File: src/rtl/lspg_pkg.sv
// Shared types, constants and color helpers for the LED strip pattern generator.
package lspg_pkg;

    typedef enum logic [1:0] {
        CMD_READ = 2'd0,
        CMD_TICK = 2'd1,
        CMD_DRAW = 2'd2
    } cmd_kind_t;

    typedef struct packed {
        cmd_kind_t  kind;
        logic [8:0] idx;
    } cmd_t;

    typedef enum logic [3:0] {
        ST_CLEAR,
        ST_IDLE,
        ST_PEND,
        ST_MODE,
        ST_DIV,
        ST_FILL,
        ST_CHASE,
        ST_RAND,
        ST_PUT,
        ST_MOD,
        ST_RD,
        ST_DONE
    } back_state_t;

    localparam logic [2:0] MODE_SOLID       = 3'd0;
    localparam logic [2:0] MODE_SWIPE       = 3'd1;
    localparam logic [2:0] MODE_CYCLE       = 3'd2;
    localparam logic [2:0] MODE_RAINBOW     = 3'd3;
    localparam logic [2:0] MODE_CHASE_RB    = 3'd4;
    localparam logic [2:0] MODE_CHASE       = 3'd5;

    localparam logic [1:0] CFG_MODE         = 2'd0;
    localparam logic [1:0] CFG_BASE_COLOR   = 2'd1;
    localparam logic [1:0] CFG_STRIP_LENGTH = 2'd2;
    localparam logic [1:0] CFG_FRAME_DELAY  = 2'd3;

    localparam logic [31:0] LFSR_SEED = 32'hACE1ACE1;
    localparam logic [31:0] LFSR_TAPS = 32'h80200003;

    localparam logic [23:0] RESET_BASE_COLOR   = 24'hFF0000;
    localparam logic [9:0]  RESET_STRIP_LENGTH = 10'd300;
    localparam logic [15:0] RESET_FRAME_DELAY  = 16'd120;

    function automatic logic [23:0] wheel(input logic [7:0] pos);
        logic [7:0] q;
        logic [7:0] r;
        logic [7:0] t;
        logic [23:0] c;
        q = 8'd255 - pos;
        if (q < 8'd85)
        begin
            t = 8'(q * 8'd3);
            c = {8'd255 - t, 8'd0, t};
        end
        else if (q < 8'd170)
        begin
            r = q - 8'd85;
            t = 8'(r * 8'd3);
            c = {8'd0, t, 8'd255 - t};
        end
        else
        begin
            r = q - 8'd170;
            t = 8'(r * 8'd3);
            c = {t, 8'd255 - t, 8'd0};
        end
        return c;
    endfunction

    function automatic logic [31:0] lfsr_step(input logic [31:0] s);
        logic [31:0] n;
        n = {1'b0, s[31:1]};
        if (s[0])
        begin
            n = n ^ LFSR_TAPS;
        end
        return n;
    endfunction

    // byte modulo 255
    function automatic logic [7:0] chan_mod(input logic [7:0] b);
        return (b == 8'd255) ? 8'd0 : b;
    endfunction

endpackage

File: src/rtl/lspg_front.sv
// Input side: accepts words, runs the tick counter and queues classified commands.
module lspg_front (
    input  logic                 clk,
    input  logic                 rst_n,
    input  logic                 s_tvalid,
    output logic                 s_tready,
    input  logic [15:0]          s_tdata,
    input  logic                 s_tuser,
    input  logic [15:0]          frame_delay,
    input  logic                 clearing,
    output logic                 q_valid,
    output lspg_pkg::cmd_t       q_cmd,
    input  logic                 q_pop
);

    lspg_pkg::cmd_t ent_reg [2];
    lspg_pkg::cmd_t new_cmd;
    logic           wr_ptr_reg, wr_ptr_next;
    logic           rd_ptr_reg, rd_ptr_next;
    logic [1:0]     cnt_reg, cnt_next;
    logic [15:0]    tick_reg, tick_next;
    logic [15:0]    tick_inc;
    logic           push;
    logic           pop;

    assign s_tready = (cnt_reg != 2'd2) && !clearing;
    assign push     = s_tvalid && s_tready;
    assign pop      = q_pop && (cnt_reg != 2'd0);
    assign q_valid  = (cnt_reg != 2'd0);
    assign q_cmd    = ent_reg[rd_ptr_reg];

    // saturating tick count, frame fires once it reaches the delay
    assign tick_inc = (tick_reg == 16'hFFFF) ? tick_reg : tick_reg + 16'd1;

    always_comb
    begin
        new_cmd.idx = s_tdata[8:0];
        tick_next   = tick_reg;
        if (s_tuser)
        begin
            new_cmd.kind = lspg_pkg::CMD_READ;
        end
        else if (tick_inc >= frame_delay)
        begin
            new_cmd.kind = lspg_pkg::CMD_DRAW;
            if (push)
            begin
                tick_next = '0;
            end
        end
        else
        begin
            new_cmd.kind = lspg_pkg::CMD_TICK;
            if (push)
            begin
                tick_next = tick_inc;
            end
        end
        wr_ptr_next = push ? !wr_ptr_reg : wr_ptr_reg;
        rd_ptr_next = pop ? !rd_ptr_reg : rd_ptr_reg;
        cnt_next    = cnt_reg + {1'b0, push} - {1'b0, pop};
    end

    always_ff @(posedge clk or negedge rst_n)
    begin
        if (!rst_n)
        begin
            wr_ptr_reg <= 1'b0;
            rd_ptr_reg <= 1'b0;
            cnt_reg    <= '0;
            tick_reg   <= '0;
        end
        else
        begin
            wr_ptr_reg <= wr_ptr_next;
            rd_ptr_reg <= rd_ptr_next;
            cnt_reg    <= cnt_next;
            tick_reg   <= tick_next;
        end
    end

    always_ff @(posedge clk)
    begin
        if (push)
        begin
            ent_reg[wr_ptr_reg] <= new_cmd;
        end
    end

endmodule

File: config.mk
export PLATFORM = sky130hd
export DESIGN_NAME = lspg_front
export DESIGN_NICKNAME = d
export VERILOG_FILES = /design/src/rtl/lspg_pkg.sv /design/src/rtl/lspg_front.sv
export SDC_FILE = /design/constraint.sdc
export NUM_CORES = 1
export LEC_CHECK = 0
export ABC_AREA = 1
export CAP_MARGIN = 20
export CORE_ASPECT_RATIO = 1.4
export CORE_MARGIN = 3
export CORE_UTILIZATION = 57
export DETAILED_ROUTE_END_ITERATION = 10
export DONT_BUFFER_PORTS = 1
export PLACE_DENSITY = 0.81
export REMOVE_ABC_BUFFERS = 1
export SLEW_MARGIN = 0
export SYNTH_ARGS = -nofsm -noshare
export SYNTH_HDL_FRONTEND = slang
export SYNTH_SLANG_ARGS = --single-unit
export TNS_END_PERCENT = 100
File: constraint.sdc
create_clock -name clk -period 2.7 [get_ports clk]
set_clock_uncertainty 0.1 [all_clocks]
set_input_delay 0.135 -clock clk [delete_from_list [all_inputs] [get_ports clk]]
set_output_delay 0.135 -clock clk [all_outputs]
set_load 0.005 [all_outputs]
### Word level (Yosys, flattened, before mapping)

Memories as Yosys holds them, arrays and structs flattened.
Cells that the tools add are included.

| storage, ports and cells | value |
|---|---|
| register bits after elaboration | 20 |
| latch bits | 0 |
| memory bits (writable) | 22 |
| bits in read-only memories | 0 |
| bits of input ports | 38 |
| output and inout bits | 13 |
| logic and storage cells | 28 |
| memories | 1 |

| operators by class | value |
|---|---|
| add/sub/neg operators | 3 |
| multipliers | 0 |
| divide/modulo/power cells | 0 |
| order comparisons | 1 |
| equal/unequal tests | 2 |
| shift-type cells | 0 |
| muxes and demuxes | 8 |
| bitwise operators | 1 |
| reductions and logical operators | 8 |

Memory list:

| name | words | width | read ports | clocked after memory_dff | write ports | line | RTL |
|---|---|---|---|---|---|---|---|
| ent_reg | 2 | 11 | 1 | 0 | 1 | lspg_front.sv:16 | `lspg_pkg::cmd_t ent_reg [2];` |

Operators by type and width:

| kind | number |
|---|---|
| 2-to-1 mux 16 bit | 4 |
| adder 16 x 1 -> 16 bit (second input constant) | 1 |
| == test 16 bit (second input constant) | 1 |
| >= comparator 16 bit | 1 |
| 2-to-1 mux 2 bit | 2 |
| logical AND 1 bit | 3 |
| zero test 1 bit | 3 |
| adder 2 x 1 -> 2 bit | 1 |
| 2-to-1 mux 1 bit | 2 |
| inequality test 2 bit (second input constant) | 1 |
| AND reduction 2 bit | 1 |
| nonzero test 2 bit | 1 |
| subtractor 2 x 1 -> 2 bit | 1 |
| inverter 1 bit | 1 |

### Longest topological paths before layout

| logic depth | value |
|---|---|
| depth in word-level cells | 5 |
| depth in mapped cells | 21 |
| depth with buffers taken out | 20 |

### Least setup slack after synthesis

OpenSTA, ideal clock, no wires.

| timing | value |
|---|---|
| path kind | register to register |
| start | register tick_reg[0] |
| end | memory ent_reg[0][10] (netlist bit) (data pin) |
| setup time | 0.264 ns |
| data arrival time | 2.267 ns |
| data required time | 2.336 ns |
| setup slack | 0.069 ns |
| cell stages (with the launch flop) | 15 |
| buffers on the path | 2 |
| clock period less this slack | 2.631 ns |
| cells stage by stage | dfrtp_1 -> ha_1 -> inv_2 -> nor2_4 -> nand2_4 -> nor2_8 -> inv_4 -> buf_12 -> nand2_2 -> ha_1 -> a21oi_1 -> o21ai_1 -> nor2_2 -> buf_2 -> a21oi_1 |

RTL lines:

| what | line | RTL |
|---|---|---|
| start, declared | lspg_front.sv:21 | `logic [15:0] tick_reg, tick_next;` |
| start signal, assigned | lspg_front.sv:78 | `tick_reg <= tick_next;` |
| end, declared | lspg_front.sv:16 |  |

### Final worst setup path

| timing | value |
|---|---|
| start | register tick_reg[10] |
| end | register tick_reg[0] |

| on the way | value |
|---|---|
| cells in the longest elaborated chain, start to end | 4 |
| elaborated cells between the ends (all ways) | 6 |
| classes of those cells | add/sub: 1; order compare: 1; eq/ne: 1; mux: 3 |

RTL lines:

| what | line | RTL |
|---|---|---|
| adder 16 x 1 -> 16 bit / == test 16 bit (equally long branches) | lspg_front.sv:33 | `assign tick_inc = (tick_reg == 16'hFFFF) ? tick_reg : tick_reg + 16'd1;` |
| 2-to-1 mux 16 bit (*) | lspg_front.sv:33 |  |
| >= comparator 16 bit / 2-to-1 mux 16 bit (equally long branches) | lspg_front.sv:43, lspg_front.sv:54 |  |
| 2-to-1 mux 16 bit (*) | lspg_front.sv:43 | `else if (tick_inc >= frame_delay)` |

Mark *: on every way between the ends. The rest lies on a longest branch, timed or not. The select of a mux whose other input is x is not followed.
A chain may end at the register's enable or synchronous reset.

==> flow_summary.json <==
{
  "placedCellCount": 410,
  "drive_above_1_share_pct": 23.02,
  "setup_viol": 0,
  "p_leak_nw": 1.699,
  "numCtsBuffers": 5,
  "antenna_found_initial": 0,
  "cts_sinks": 42,
  "antennaDiodeCount": 0,
  "vias": 2306,
  "synthesis.area_sq_um": 2735,
  "dp_worst_setup_slack_ns": -0.08501,
  "slew_viol_final": 0,
  "ys_ff_latch": 42,
  "power_density_nw_per_um2": 657.0,
  "path_class": "reg2reg",
  "yosysSeqAreaShare_pct": 42.45,
  "yosysUniqueCellTypes": 26,
  "die_y_microns": 87.96,
  "grt_first_pass_wirelength_microns": 9708,
  "critPathMaxStageDelay_ns": 0.46,
  "max_freq_mhz": 379.5,
  "syn_inst": 334,
  "vdd_drop_max_mv": 0.4075,
  "post_drt_wl_per_cell_microns": 14.17,
  "drtAntennaViolNets": 0,
  "multiInputGateArea_sq_um": 1421,
  "h-tree-depth": 2,
  "fp.dieW_microns": 64.55,
  "globalplace.congestion": 0.8716,
  "final_cells": 440,
  "die-area_sq_um": 5677,
  "hp-class": "in2reg",
  "cp_top_family": "simple AND/OR/NAND/NOR gates",
  "tightest_slew_ns": 0.9787,
  "portBuffers": 0,
  "drt_iter0_drc": 124,
  "crit_fanout": 7,
  "finalWirelength_microns": 6236,
  "cts_tree": "done",
  "ys_warn_count": 0,
  "setup-tns-final_ns": 0,
  "crit_buf_inv": 5,
  "min_period_over_period_pct": 97.59,
  "cp_data_required_time_ns": 2.84,
  "hold_violations": 0,
  "globalRouteTotalUtil_pct": 21.85,
  "syn_to_final_growth_pct": 21.91,
  "worstSetupStartpointType": "flip-flop",
  "cap_violations": 0,
  "nFillCells": 315,
  "vias_per_cell": 5.241,
  "synth_area_per_cell_sq_um": 8.189,
  "status": "finished clean",
  "maxSlewHeadroom_pct": 34.54,
  "period_needed_ns": 2.635,
  "cts.path.max_buffers": 2,
  "total_power_w": 0.002191,
  "drc": 0,
  "hpwl_microns": 4261,
  "start_util_pct": 59.82,
  "finalNetCount": 434,
  "gr-total-overflow": 0,
  "slowest_stage": "dfrtp_1",
  "core_area_sq_um": 4572,
  "drt_first_pass_iters": 4,
  "path_cells": "nand2_2, nor2_2, nand2_2, nor2_8, inv_6, buf_12, nand2_4, ha_1, nand2_1, inv_1, nand2_1, a21oi_2, nor2_2, buf_6, buf_4, nand4_1, nand2_1",
  "cts.clk_slew.worst_paths_ns": 0.08,
  "worst_ep_arrival_time_ns": 2.77,
  "clock_latency_ns": 0.30,
  "grt_max_degree": 21,
  "rows": 29,
  "crit_path_end_kind": "flip-flop",
  "layout_setup_ws_ns": 0.06501,
  "largest_reg_flops": 22,
  "clockRootBuffer": "clkbuf_8",
  "regArea_sq_um": 1167,
  "cpMostUsedCell": "nand2_1",
  "grt_pass1_vias": 2286,
  "ios": 51
}
## metal layers
layer	routed length [microns]	global-route usage (%)	share of wire, %	vias to the layer above
met4	194	10.96	3.1	0
met3	249	4.236	4.0	19
li1	-	-	-	1150
met2	3445	41.35	55	61
met5	0	0	0	-
met1	2346	22.73	38	1076
## worst register-to-register path, delay by kind of cell (launching register included)
kind                     cells  cell delay [ns]
flip-flops                   1             0.46
AO/OA/AOI/OAI                1             0.06
AND/OR/NAND/NOR             10             1.14
buffers and inverters        5             0.56
adder cells (fa/ha/maj)      1             0.24
## layout make-up
cell class | instances | share of cell area [%]
Inverter | 51 | 5.891
Clock inverter | 2 | 1.126
Tap cell | 62 | 2.326
Multi-Input combinational cell | 235 | 42.63
Timing Repair Buffer | 42 | 10.84
Sequential cell | 42 | 35.01
Clock buffer | 6 | 2.176
## logic make-up (layout without fill, tap and decap cells)
kind of cell / Yosys count / count (layout) / share of synthesized area (%)
AOI/OAI and AO/OA: 15 / 15 / 3.156
xor gates and xnor gates: 11 / 11 / 3.522
adders and majority gates: 19 / 19 / 8.692
buffers and inverters: 58 / 101 / 8.829
DFF: 42 / 42 / 42.45
and+or+nand+nor: 189 / 190 / 33.35
## cell usage after synthesis
| cell type | instances | area [sq um] |
|---|---|---|
| nand2_1 | 115 | 431.7 |
| inv_1 | 45 | 168.9 |
| edfxtp_1 | 22 | 660.6 |
| nand4_1 | 22 | 137.6 |
| dfrtp_1 | 20 | 500.5 |
| ha_1 | 19 | 237.7 |
| nor2_1 | 17 | 63.81 |
| nand3_1 | 11 | 55.05 |
| nand2_4 | 9 | 101.4 |
| a21oi_1 | 8 | 40.04 |
| xor2_1 | 7 | 61.31 |
| nand2_2 | 6 | 37.54 |
| nor2_2 | 5 | 31.28 |
| buf_2 | 4 | 20.02 |
| inv_2 | 4 | 15.01 |
| xnor2_1 | 4 | 35.03 |
| nor2_4 | 3 | 33.78 |
| o21bai_1 | 3 | 22.52 |
| clkbuf_1 | 2 | 7.510 |
| o21ai_1 | 2 | 10.01 |
| a21oi_2 | 1 | 8.760 |
| buf_12 | 1 | 20.02 |
| clkinv_1 | 1 | 3.750 |
| inv_4 | 1 | 6.260 |
| nor2_8 | 1 | 20.02 |
| o21ai_0 | 1 | 5.000 |
## power breakdown
part | switching (W) | internal, W
Clock | 0.000219 | 0.000276
Combinational | 0.000479 | 0.000332
Sequential | 0.0000848 | 0.000800
## final timing paths
check / startpoint / to / slack [ns] / cells after the start
worst max register to register: tick_reg[10] / tick_reg[0] / 0.07 / 17
min in group asynchronous: rst_n / tick_reg[2] / 0.34 / 1
worst min-delay path: s_tvalid / wr_ptr_reg / 0.08 / 2
max in group asynchronous: rst_n / tick_reg[12] / 1.49 / 1
worst min register to register: cnt_reg[0] / cnt_reg[0] / 0.45 / 1
worst max-delay path: tick_reg[10] / tick_reg[0] / 0.07 / 17
## metrics by stage
step	hold WS [ns]	util [%]	cell area, sq um
2_1_floorplan	-0.2606	-	2688
3_3_place_gp	-0.2598	64.20	2935
3_5_place_dp	-0.2599	64.20	2935
4_1_cts	0.07473	69.79	3191
5_1_grt	0.1208	72.93	3334
6_report	0.07914	72.93	3334
## placed cells by master, fill, tap and decap left out, types with 2 or more instances in the layout
cell / n
nor2_2: 6
nand2_4: 10
dfrtp_1: 15
nand3_1: 10
nand4_1: 22
nand2_2: 9
xor2_1: 7
inv_2: 4
buf_4: 28
o21bai_1: 3
inv_1: 45
ha_4: 2
clkbuf_8: 5
edfxtp_1: 22
xnor2_1: 4
ha_1: 17
dfrtp_2: 5
nand2_1: 112
a21oi_1: 5
a21oi_2: 4
dlygate4sd3_1: 12
nor2_1: 13
nor2_4: 6
## timing repair
item	CTS	global route
gates cloned	0	1
setup endpoints to repair	20	20
gates resized for setup	5	21
pin swaps	1	6
hold buffers	12	0
hold endpoints to repair	55	0
setup buffers	1	8
Note: power is estimated with default switching activity, not from simulation.
